===== src/hw/rtl/insertion_rank_agreement_count_assert.svh =====
// Assertion macros for the insertion rank agreement counter.
// Expects clk and rst_n in the scope where a macro is used.
`ifndef INSERTION_RANK_AGREEMENT_COUNT_ASSERT_SVH
`define INSERTION_RANK_AGREEMENT_COUNT_ASSERT_SVH
`ifndef SYNTHESIS
`define IRAC_ASSERT_IMP(lbl, ant, cons) \
    lbl: assert property (@(posedge clk) disable iff (!rst_n) (ant) |-> (cons)) \
        else $error("irac assertion failed");
`define IRAC_ASSERT_NXT(lbl, ant, cons) \
    lbl: assert property (@(posedge clk) disable iff (!rst_n) (ant) |=> (cons)) \
        else $error("irac assertion failed");
`else
`define IRAC_ASSERT_IMP(lbl, ant, cons)
`define IRAC_ASSERT_NXT(lbl, ant, cons)
`endif
`endif


===== src/hw/rtl/irac_pkg.sv =====
// Package for the insertion rank agreement counter: step codes, jump
// conditions, control word type and the microcode ROM. No dependencies.
package irac_pkg;

    typedef logic [3:0] step_t;

    localparam step_t S_IDLE  = 4'd0;
    localparam step_t S_INIT  = 4'd1;
    localparam step_t S_F0    = 4'd2;
    localparam step_t S_F1    = 4'd3;
    localparam step_t S_F2    = 4'd4;
    localparam step_t S_W0    = 4'd5;
    localparam step_t S_W1    = 4'd6;
    localparam step_t S_EXIT  = 4'd7;
    localparam step_t S_LINK  = 4'd8;
    localparam step_t S_INS   = 4'd9;
    localparam step_t S_LINK2 = 4'd10;
    localparam step_t S_NEXTJ = 4'd11;
    localparam step_t S_INCJ  = 4'd12;
    localparam step_t S_DONE  = 4'd13;

    localparam logic [4:0] NPOS_RESET = 5'd16;
    localparam logic [6:0] CNT_MAX    = 7'd127;

    typedef enum logic [2:0] {
        C_NEVER,
        C_ALWAYS,
        C_J_ZERO,
        C_CONTINUE,
        C_INSERT,
        C_AT_HEAD,
        C_J_LAST
    } cond_t;

    typedef struct packed {
        logic  clr;
        logic  ld_rank;
        logic  cmp;
        logic  wr_self;
        logic  wr_prev;
        logic  inc_j;
        logic  done;
        cond_t cond;
        step_t tgt;
    } ctrl_t;

    // jump to tgt when cond holds, else fall through to the next step
    function automatic ctrl_t ucode(input step_t pc);
        ctrl_t w;
        w = '0;
        w.cond = C_NEVER;
        w.tgt = S_IDLE;
        case (pc)
            S_INIT:
            begin
                w.clr = 1'b1;
            end
            S_F0, S_F1, S_W0:
            begin
                w.cond = C_NEVER;
            end
            S_F2:
            begin
                w.ld_rank = 1'b1;
                w.cond = C_J_ZERO;
                w.tgt = S_NEXTJ;
            end
            S_W1:
            begin
                w.cmp = 1'b1;
                w.cond = C_CONTINUE;
                w.tgt = S_W0;
            end
            S_EXIT:
            begin
                w.cond = C_INSERT;
                w.tgt = S_INS;
            end
            S_LINK:
            begin
                w.wr_prev = 1'b1;
                w.cond = C_ALWAYS;
                w.tgt = S_NEXTJ;
            end
            S_INS:
            begin
                w.wr_self = 1'b1;
                w.cond = C_AT_HEAD;
                w.tgt = S_NEXTJ;
            end
            S_LINK2:
            begin
                w.wr_prev = 1'b1;
            end
            S_NEXTJ:
            begin
                w.cond = C_J_LAST;
                w.tgt = S_DONE;
            end
            S_INCJ:
            begin
                w.inc_j = 1'b1;
                w.cond = C_ALWAYS;
                w.tgt = S_F0;
            end
            S_DONE:
            begin
                w.done = 1'b1;
                w.cond = C_ALWAYS;
                w.tgt = S_IDLE;
            end
            default:
            begin
                w.cond = C_ALWAYS;
                w.tgt = S_IDLE;
            end
        endcase
        return w;
    endfunction

endpackage


===== src/hw/rtl/insertion_rank_agreement_count.sv =====
// Replay: the load beat for the last slot starts a replay of the loaded records, then
// done pulses for one cycle with both counts. The sorted list is a linked list in a
// one-read-port memory: each comparison is a read step followed by a compare step.
// Throughput: load beats are taken only while idle, so no new record is accepted
// during a replay; the result cannot be stalled.
// Reset: asynchronous active low; sequencer idle, counts zero, n_positions 16.
`include "insertion_rank_agreement_count_assert.svh"

module insertion_rank_agreement_count #(
    parameter int MAX_ITEMS = 16
) (
    input  logic       clk,
    input  logic       rst_n,
    input  logic       cfg_we,
    input  logic [4:0] cfg_wdata,
    input  logic       start,
    input  logic [3:0] slot,
    input  logic [3:0] presented_item,
    input  logic [3:0] completed_rank,
    input  logic [3:0] central_rank,
    output logic       busy,
    output logic       done,
    output logic [6:0] comparisons,
    output logic [6:0] agreements
);

    localparam int PW = $clog2(MAX_ITEMS);
    localparam int NW = $clog2(MAX_ITEMS + 1);
    localparam int EW = (NW > 5) ? NW : 5;
    localparam logic [EW-1:0] MaxExt = EW'(MAX_ITEMS);

    logic [4:0]          n_cfg_reg;
    irac_pkg::step_t     pc_reg, pc_next;
    logic [PW-1:0]       j_reg, j_next;
    logic [PW-1:0]       i_reg, i_next;
    logic [PW-1:0]       node_reg, node_next;
    logic [PW-1:0]       prev_reg, prev_next;
    logic [PW-1:0]       head_reg, head_next;
    logic [3:0]          cc_reg, cc_next;
    logic [3:0]          mc_reg, mc_next;
    logic [6:0]          cmp_reg, cmp_next;
    logic [6:0]          agr_reg, agr_next;

    logic [3:0]          pres_mem [MAX_ITEMS];
    logic [7:0]          rank_mem [MAX_ITEMS];
    logic [7:0]          node_mem [MAX_ITEMS];
    logic [PW-1:0]       link_mem [MAX_ITEMS];
    logic [3:0]          pres_rd_reg;
    logic [7:0]          rank_rd_reg;
    logic [7:0]          node_rd_reg;
    logic [PW-1:0]       link_rd_reg;

    irac_pkg::ctrl_t     cw;
    logic [EW-1:0]       cfg_ext, n_eff, last_ext, slot_ext, item_ext;
    logic [PW-1:0]       slot_idx, item_idx;
    logic                load, launch, item_ok;
    logic [3:0]          cc_new, mc_new;
    logic                ahead, cahead;
    logic                i_end, j_last, cond_true;
    logic                link_we;
    logic [PW-1:0]       link_wa, link_wd;

    assign cfg_ext  = EW'(n_cfg_reg);
    assign n_eff    = (cfg_ext == '0) ? EW'(1) : ((cfg_ext > MaxExt) ? MaxExt : cfg_ext);
    assign last_ext = n_eff - EW'(1);
    assign slot_ext = EW'(slot);
    assign slot_idx = slot_ext[PW-1:0];
    assign busy     = (pc_reg != irac_pkg::S_IDLE);
    assign load     = start && !busy && (slot_ext < MaxExt);
    assign launch   = load && (slot_ext == last_ext);

    assign cw = irac_pkg::ucode(pc_reg);

    // items beyond the table read as rank zero
    assign item_ext = EW'(pres_rd_reg);
    assign item_idx = item_ext[PW-1:0];
    assign item_ok  = item_ext < MaxExt;
    assign cc_new   = item_ok ? rank_rd_reg[7:4] : 4'd0;
    assign mc_new   = item_ok ? rank_rd_reg[3:0] : 4'd0;

    assign ahead   = cc_reg < node_rd_reg[7:4];
    assign cahead  = mc_reg < node_rd_reg[3:0];
    assign i_end   = ({1'b0, i_reg} + {{PW{1'b0}}, 1'b1}) == {1'b0, j_reg};
    assign j_last  = (EW'(j_reg) == last_ext);

    assign link_we = cw.wr_self || cw.wr_prev;
    assign link_wa = cw.wr_self ? j_reg : prev_reg;
    assign link_wd = cw.wr_self ? node_reg : j_reg;

    always_comb
    begin
        case (cw.cond)
            irac_pkg::C_NEVER:    cond_true = 1'b0;
            irac_pkg::C_ALWAYS:   cond_true = 1'b1;
            irac_pkg::C_J_ZERO:   cond_true = (j_reg == '0);
            irac_pkg::C_CONTINUE: cond_true = !ahead && !i_end;
            irac_pkg::C_INSERT:   cond_true = (i_reg != j_reg);
            irac_pkg::C_AT_HEAD:  cond_true = (i_reg == '0);
            irac_pkg::C_J_LAST:   cond_true = j_last;
            default:              cond_true = 1'b0;
        endcase
    end

    always_comb
    begin
        if (pc_reg == irac_pkg::S_IDLE)
            pc_next = launch ? irac_pkg::S_INIT : irac_pkg::S_IDLE;
        else if (cond_true)
            pc_next = cw.tgt;
        else
            pc_next = pc_reg + 4'd1;
    end

    always_comb
    begin
        j_next    = j_reg;
        i_next    = i_reg;
        node_next = node_reg;
        prev_next = prev_reg;
        head_next = head_reg;
        cc_next   = cc_reg;
        mc_next   = mc_reg;
        cmp_next  = cmp_reg;
        agr_next  = agr_reg;
        if (cw.clr)
        begin
            cmp_next  = '0;
            agr_next  = '0;
            j_next    = '0;
            i_next    = '0;
            head_next = '0;
        end
        if (cw.ld_rank)
        begin
            cc_next   = cc_new;
            mc_next   = mc_new;
            node_next = head_reg;
            i_next    = '0;
        end
        if (cw.cmp)
        begin
            cmp_next = (cmp_reg < irac_pkg::CNT_MAX) ? cmp_reg + 7'd1 : irac_pkg::CNT_MAX;
            if (ahead == cahead)
                agr_next = (agr_reg < irac_pkg::CNT_MAX) ? agr_reg + 7'd1 : irac_pkg::CNT_MAX;
            if (!ahead)
            begin
                prev_next = node_reg;
                node_next = link_rd_reg;
                i_next    = i_reg + PW'(1);
            end
        end
        if (cw.wr_self && (i_reg == '0))
            head_next = j_reg;
        if (cw.inc_j)
            j_next = j_reg + PW'(1);
    end

    always_ff @(posedge clk or negedge rst_n)
    begin
        if (!rst_n)
        begin
            n_cfg_reg <= irac_pkg::NPOS_RESET;
            pc_reg    <= irac_pkg::S_IDLE;
            cmp_reg   <= '0;
            agr_reg   <= '0;
            j_reg     <= '0;
            i_reg     <= '0;
        end
        else
        begin
            if (cfg_we)
                n_cfg_reg <= cfg_wdata;
            pc_reg  <= pc_next;
            cmp_reg <= cmp_next;
            agr_reg <= agr_next;
            j_reg   <= j_next;
            i_reg   <= i_next;
        end
    end

    always_ff @(posedge clk)
    begin
        node_reg <= node_next;
        prev_reg <= prev_next;
        head_reg <= head_next;
        cc_reg   <= cc_next;
        mc_reg   <= mc_next;
    end

    // record stores, written by load beats
    always_ff @(posedge clk)
    begin
        if (load)
        begin
            pres_mem[slot_idx] <= presented_item;
            rank_mem[slot_idx] <= {completed_rank, central_rank};
        end
        pres_rd_reg <= pres_mem[j_reg];
        rank_rd_reg <= rank_mem[item_idx];
    end

    // sorted list nodes: ranks and next link, indexed by presentation position
    always_ff @(posedge clk)
    begin
        if (cw.ld_rank)
            node_mem[j_reg] <= {cc_new, mc_new};
        if (link_we)
            link_mem[link_wa] <= link_wd;
        node_rd_reg <= node_mem[node_reg];
        link_rd_reg <= link_mem[node_reg];
    end

    assign done        = cw.done;
    assign comparisons = cmp_reg;
    assign agreements  = agr_reg;

    `IRAC_ASSERT_IMP(a_agr_le_cmp, 1'b1, agr_reg <= cmp_reg)
    `IRAC_ASSERT_IMP(a_walk_bound, busy, i_reg <= j_reg)
    `IRAC_ASSERT_NXT(a_launch_busy, launch, busy)
    `IRAC_ASSERT_NXT(a_done_pulse, done, !done)

endmodule

===== config.mk =====
export PLATFORM = sky130hd
export DESIGN_NAME = insertion_rank_agreement_count
export DESIGN_NICKNAME = d
export VERILOG_FILES = /design/src/hw/rtl/irac_pkg.sv /design/src/hw/rtl/insertion_rank_agreement_count.sv
export VERILOG_INCLUDE_DIRS = /design/src /design/src/hw/rtl
export SDC_FILE = /design/constraint.sdc
export NUM_CORES = 1
export LEC_CHECK = 0
export BUFFER_PORTS_ARGS = -buffer_cell sky130_fd_sc_hd__buf_2
export CORE_MARGIN = 5
export CORE_UTILIZATION = 55
export CTS_CLUSTER_DIAMETER = 30
export DETAILED_ROUTE_END_ITERATION = 8
export PLACE_DENSITY_LB_ADDON = 0.25
export RECOVER_POWER = 25
export REMOVE_ABC_BUFFERS = 1
export SYNTH_ARGS = -nofsm -noshare
export SYNTH_HDL_FRONTEND = slang
export SYNTH_SLANG_ARGS = --single-unit

===== constraint.sdc =====
create_clock -name clk -period 3 [get_ports clk]
set_input_delay 0.45 -clock clk [delete_from_list [all_inputs] [get_ports clk]]
set_output_delay 0.45 -clock clk [all_outputs]
set_load 0.05 [all_outputs]

Word-level counts from Yosys, hierarchy flattened
Memory sizes are Yosys's and may differ from the RTL's. A register that Yosys moved wholly into a read port is not among the register bits.
Cells that the tools add are included.

storage, ports and cells
  logic and storage cells = 117
  output and inout bits = 16
  input bits = 25
  bits in writable memories = 384
  memories kept = 4
  flip-flop bits (word level) = 51

memory list
  name      depth  width  rd ports  clocked after memory_dff  write ports  RTL line                              RTL
  node_mem  16     8      1         1                         1            insertion_rank_agreement_count.sv:46  logic [7:0] node_mem [MAX_ITEMS];
  rank_mem  16     8      1         1                         1            insertion_rank_agreement_count.sv:45  logic [7:0] rank_mem [MAX_ITEMS];
  link_mem  16     4      1         1                         1            insertion_rank_agreement_count.sv:47  logic [PW-1:0] link_mem [MAX_ITEMS];
  pres_mem  16     4      1         1                         1            insertion_rank_agreement_count.sv:44  logic [3:0] pres_mem [MAX_ITEMS];

operators by class
  reductions and logical operators = 21
  eq/ne operators = 24
  $add $sub $neg = 7
  order comparisons = 7
  mux-type cells = 42
  bitwise operators = 1

operators by type and width
  operator                                                    number
  two-way mux 4 bit                                           16
  two-way mux 7 bit                                           7
  equality test 4 bit, second input constant                  6
  one-hot mux 4 bit (5 select lines)                          1
  one-hot mux 3 bit (6 select lines)                          1
  equality test 4 x 3 -> 1 bit, second input constant         4
  adder 7 x 1 -> 7 bit, second input constant                 2
  less-than comparator 7 bit, second input constant           2
  two-way mux 1 bit                                           14
  adder 4 x 1 -> 4 bit, second input constant                 3
  logical NOT 4 bit                                           3
  equality test 4 x 5 -> 1 bit                                2
  less-than comparator 4 x 5 -> 1 bit, second input constant  2
  two-way mux 5 bit                                           2
  equality test 3 bit, second input constant                  3
  equality test 4 x 2 -> 1 bit, second input constant         2
  less-than comparator 4 bit                                  2
  equality test 3 x 2 -> 1 bit, second input constant         2
  one-hot mux 1 bit (6 select lines)                          1
  nonzero test 2 bit                                          3
  adder 4 x 1 -> 5 bit, second input constant                 1
  equality test 5 x 4 -> 1 bit                                1
  greater-than comparator 5 bit, second input constant        1
  logical AND 1 bit                                           5
  other kinds (14)                                            16

Logic depth before layout (Yosys ltp)
  depth in word-level cells = 8
  depth in mapped cells = 10
  mapped depth without buffers = 10

Least setup slack after synthesis
No wires, ideal clock.

  path type = reg-to-reg
  start = register pc_reg[0]
  end = memory pres_mem[0][0], enable pin
  stages on the path, launching flop included = 8
  slack = -0.060 ns
  data required time = 2.604 ns
  library setup time = 0.396 ns
  data arrival time = 2.664 ns
  clock period less this slack = 3.060 ns
  buffers on the path = 0
  path through = dfrtp_1 > inv_1 > ha_1 > inv_1 > nor3_1 > and2_1 > or3b_2 > nor3_1

between the ends
  cells in the longest elaborated chain, start to end = 6

ends and longest elaborated chain
  what                                     RTL line                               RTL
  start: declaration                       insertion_rank_agreement_count.sv:33   irac_pkg::step_t pc_reg, pc_next;
  start signal: assignment                 insertion_rank_agreement_count.sv:163  pc_reg <= irac_pkg::S_IDLE;
  start signal: assignment                 insertion_rank_agreement_count.sv:173  pc_reg <= pc_next;
  nonzero test 4 bit                       insertion_rank_agreement_count.sv:68   assign busy = (pc_reg != irac_pkg::S_IDLE);
  logical NOT 1 bit                        insertion_rank_agreement_count.sv:69   assign load = start && !busy && (slot_ext < MaxExt);
  logical AND 1 bit (2 in series)          insertion_rank_agreement_count.sv:69
  two-way mux 1 bit                        insertion_rank_agreement_count.sv:193  if (load)
  two-way mux 1 bit (implied by the code)  insertion_rank_agreement_count.sv:195  pres_mem[slot_idx] <= presented_item;
  end: declaration                         insertion_rank_agreement_count.sv:44

No other way between the ends.

Worst setup path after layout
  start = register pc_reg[0]
  end = memory rank_mem[0][7], enable pin

between the ends
  cells in the longest elaborated chain, start to end = 6

ends and longest elaborated chain
  what                                     RTL line                               RTL
  nonzero test 4 bit                       insertion_rank_agreement_count.sv:68
  logical NOT 1 bit                        insertion_rank_agreement_count.sv:69
  logical AND 1 bit (2 in series)          insertion_rank_agreement_count.sv:69
  two-way mux 1 bit                        insertion_rank_agreement_count.sv:193
  two-way mux 1 bit (implied by the code)  insertion_rank_agreement_count.sv:196  rank_mem[slot_idx] <= {completed_rank, central_rank};
  end: declaration                         insertion_rank_agreement_count.sv:45

No other way between the ends.

==> results.yml <==
power_and_ir_drop:
  power.share.clock: 0.414
  powerDensity_nw_per_um2: 998.7
  power.internal_mw: 15.83
  sequentialPowerShare: 0.385
  ir_worst_vdd_uv: 593.8
  sw_frac_of_total: 0.2782
  p_switching_mw: 6.101
  leakage_nw: 7.548
  power_frac_comb: 0.201
final_layout:
  fin_nets: 1118
  n_fill_cell: 2206
  antennaDiodeCount: 0
  design_area_um2: 21950
  drive_gt1_frac: 0.3005
  top_regs: "node_mem (128), rank_mem (128)"
  syn_to_final_growth_pct: 19.39
critical_path:
  critPathKind: "flip-flop to flip-flop"
  crit_path_end_kind: "flip-flop"
  path_max_fanout: 12
  critPathArrivalTime_ns: 2.96
  startpoint_type: "flip-flop"
  worst_ep_required_time_ns: 3.25
global_routing:
  antenna_found_initial: 0
  grt_pass1_vias: 9552
  grt.met1_usage: 0.2710
  grt_pass1_wl_um: 55850
  grt_use_met2: 0.3225
  grt_max_degree: 34
  grt_use_total: 0.1984
  grt_busiest_layer: "met2"
  grt_overflow_total: 0
  use_met3: 0.04052
yosys:
  synth_top_area_share: 0.6532
  syn_area_per_cell_um2: 18.98
  ys_types: 58
  syn_inst: 969
  synthFlopType: "edfxtp_1"
  synth_most_common_cell: "edfxtp_1"
  seq_area_frac_synth: 0.7260
  yosys-top-cells-count: "400 x edfxtp_1, 120 x mux4_2, 63 x nor2_1"
  ys_top_cells_by_area: "edfxtp_1 65%, mux4_2 15%, dfrtp_1 4.1%"
  synth_top_cell_by_area: "edfxtp_1"
  synth_area_um2: 18390
  synth_edf_count: 400
  yosysWarnings: 0
  async_reset_ff_frac: 0.06754
  synth_seq_cells: 459
die:
  die_h_um: 192.8
  die_w_um: 192.8
  initial_core_util: 0.5525
  core_um2: 33280
  fp-row-count: 67
  die-area_um2: 37190
  io_pins: 41
timing:
  slew_violations: 0
  period_needed_ns: 2.713
  finalCritPeriodShare: 0.9045
  hold_viol: 0
  timing.fmax_ghz: 0.3685
  setup-tns-final_ns: 0
  finalClockSkew_ns: 0.02131
  rsz0062_at_grt: "no"
  tightest_slew_ns: 1.238
  slew_headroom: 0.1744
  setup_viol: 0
clocking:
  clkTransAtPathRegs_ns: 0.05
  clock_path_buffers: 3
  ctsResizeCount: 0
  cts_made_buffers: 78
  cts.sinks: 459
  cts_hold_buf: 1
  cts_setup_buffers: 0
  insertion_delay_ns: 0.57
  tritoncts: "done"
  cts_root_buf: "clkbuf_16"
  ctsHtreeMaxLevel: 3
min_path:
  min_path_type: "input pin to flip-flop"
placed_design:
  gp_congestion: 0.8244
  io_buffers: 40
  dp_hpwl_um: 22020
  placed_area_um2: 19230
route:
  firstDrtPassIters: 5
  wirelength_um: 35300
  dr.first_iter.drc_count: 703
  routedWlPerCell_um: 22.25
  ant_nets: 0
  vias: 9183
  viasPerCell: 5.790
  drc_errors: 0
run:
  maxCapViolations: 0
status:
  outcome: "finished clean"
-- routing by layer --
layer	vias up	part of all wire
li1	4138	-
met1	4705	0.41
met4	0	0.029
met3	76	0.052
met2	264	0.51
met5	-	0
-- layout make-up --
cell class	count	area, um2	area share
multi-input cells	442	4766	0.2171
repair buffers	72	446.7	0.02035
well taps	448	560.5	0.02553
clock inverters	61	755.7	0.03442
inverters	21	78.83	0.003591
flip-flops and latches	459	13350	0.6083
clock buffers	83	1992	0.09073
-- metrics by stage --
stage	setup slack (ns)	hold slack [ns]	instances	total power [mW]	util
6_report	0.2865	0.1267	1586	21.93	0.6596
5_1_grt	0.08246	0.1030	1586	22.90	0.6596
4_1_cts	0.2941	0.09399	1586	22.19	0.6607
3_5_place_dp	0.2964	0.4595	1441	12.97	0.5778
3_3_place_gp	0.3691	0.4475	1441	12.88	0.5778
2_1_floorplan	-0.3589	0.1544	922	11.58	-
-- power by group through the flow --
stage	sequential (mW)	combinational [mW]	clock [mW]
2_1_floorplan	8.81	2.77	0
3_3_place_gp	8.53	4.35	0
3_5_place_dp	8.56	4.41	0
4_1_cts	8.46	4.49	9.24
5_1_grt	8.53	4.81	9.56
6_report	8.44	4.41	9.08
-- critical path: stages, from the launching register on --
cell and delay (ns):
dfrtp_1 0.40, inv_1 0.11, ha_1 0.28, inv_1 0.12
nor3_1 0.29, and2_1 0.31, or3b_2 0.53, nor3_2 0.12
buf_4 0.24
-- path summary, 6_finish.rpt --
path                                      from        endpoint  slack [ns]  cells after the start
worst min-delay path              cfg_wdata[3]      cfg_ext[3]        0.13                      2
worst max register to register       pc_reg[0]  rank_mem[0][7]        0.29                      8
min in group asynchronous                rst_n   agreements[3]        0.49                      2
worst max-delay path                 pc_reg[0]  rank_mem[0][7]        0.29                      8
worst min register to register  link_rd_reg[0]     node_reg[0]        0.47                      2
max in group asynchronous                rst_n       pc_reg[1]        2.02                      2
-- cell usage in the layout, fill, tap and decap left out, types with 10 or more instances in the layout --
cell type / count
edfxtp_1: 400
mux4_2: 120
clkbuf_16: 79
nor2_1: 63
dfrtp_1: 30
nand2_1: 28
buf_2: 28
buf_4: 27
dfxtp_1: 26
a21oi_1: 21
inv_1: 19
and2_1: 19
ha_1: 19
o21ai_0: 17
clkbuf_1: 17
inv_6: 16
nand3_1: 14
a31oi_1: 13
and3_1: 12
nor3_1: 11
xnor2_1: 11
bufinv_16: 11
nand2b_1: 10
clkinvlp_4: 10
-- cells by family after synthesis --
kind of cell,synth area share
flops,0.7260
simple gates,0.05192
mux,0.1568
compound gates,0.02838
buf+inv,0.01592
fa+ha+maj,0.01293
xor+xnor,0.008097
(Power assumes the default switching activity.)
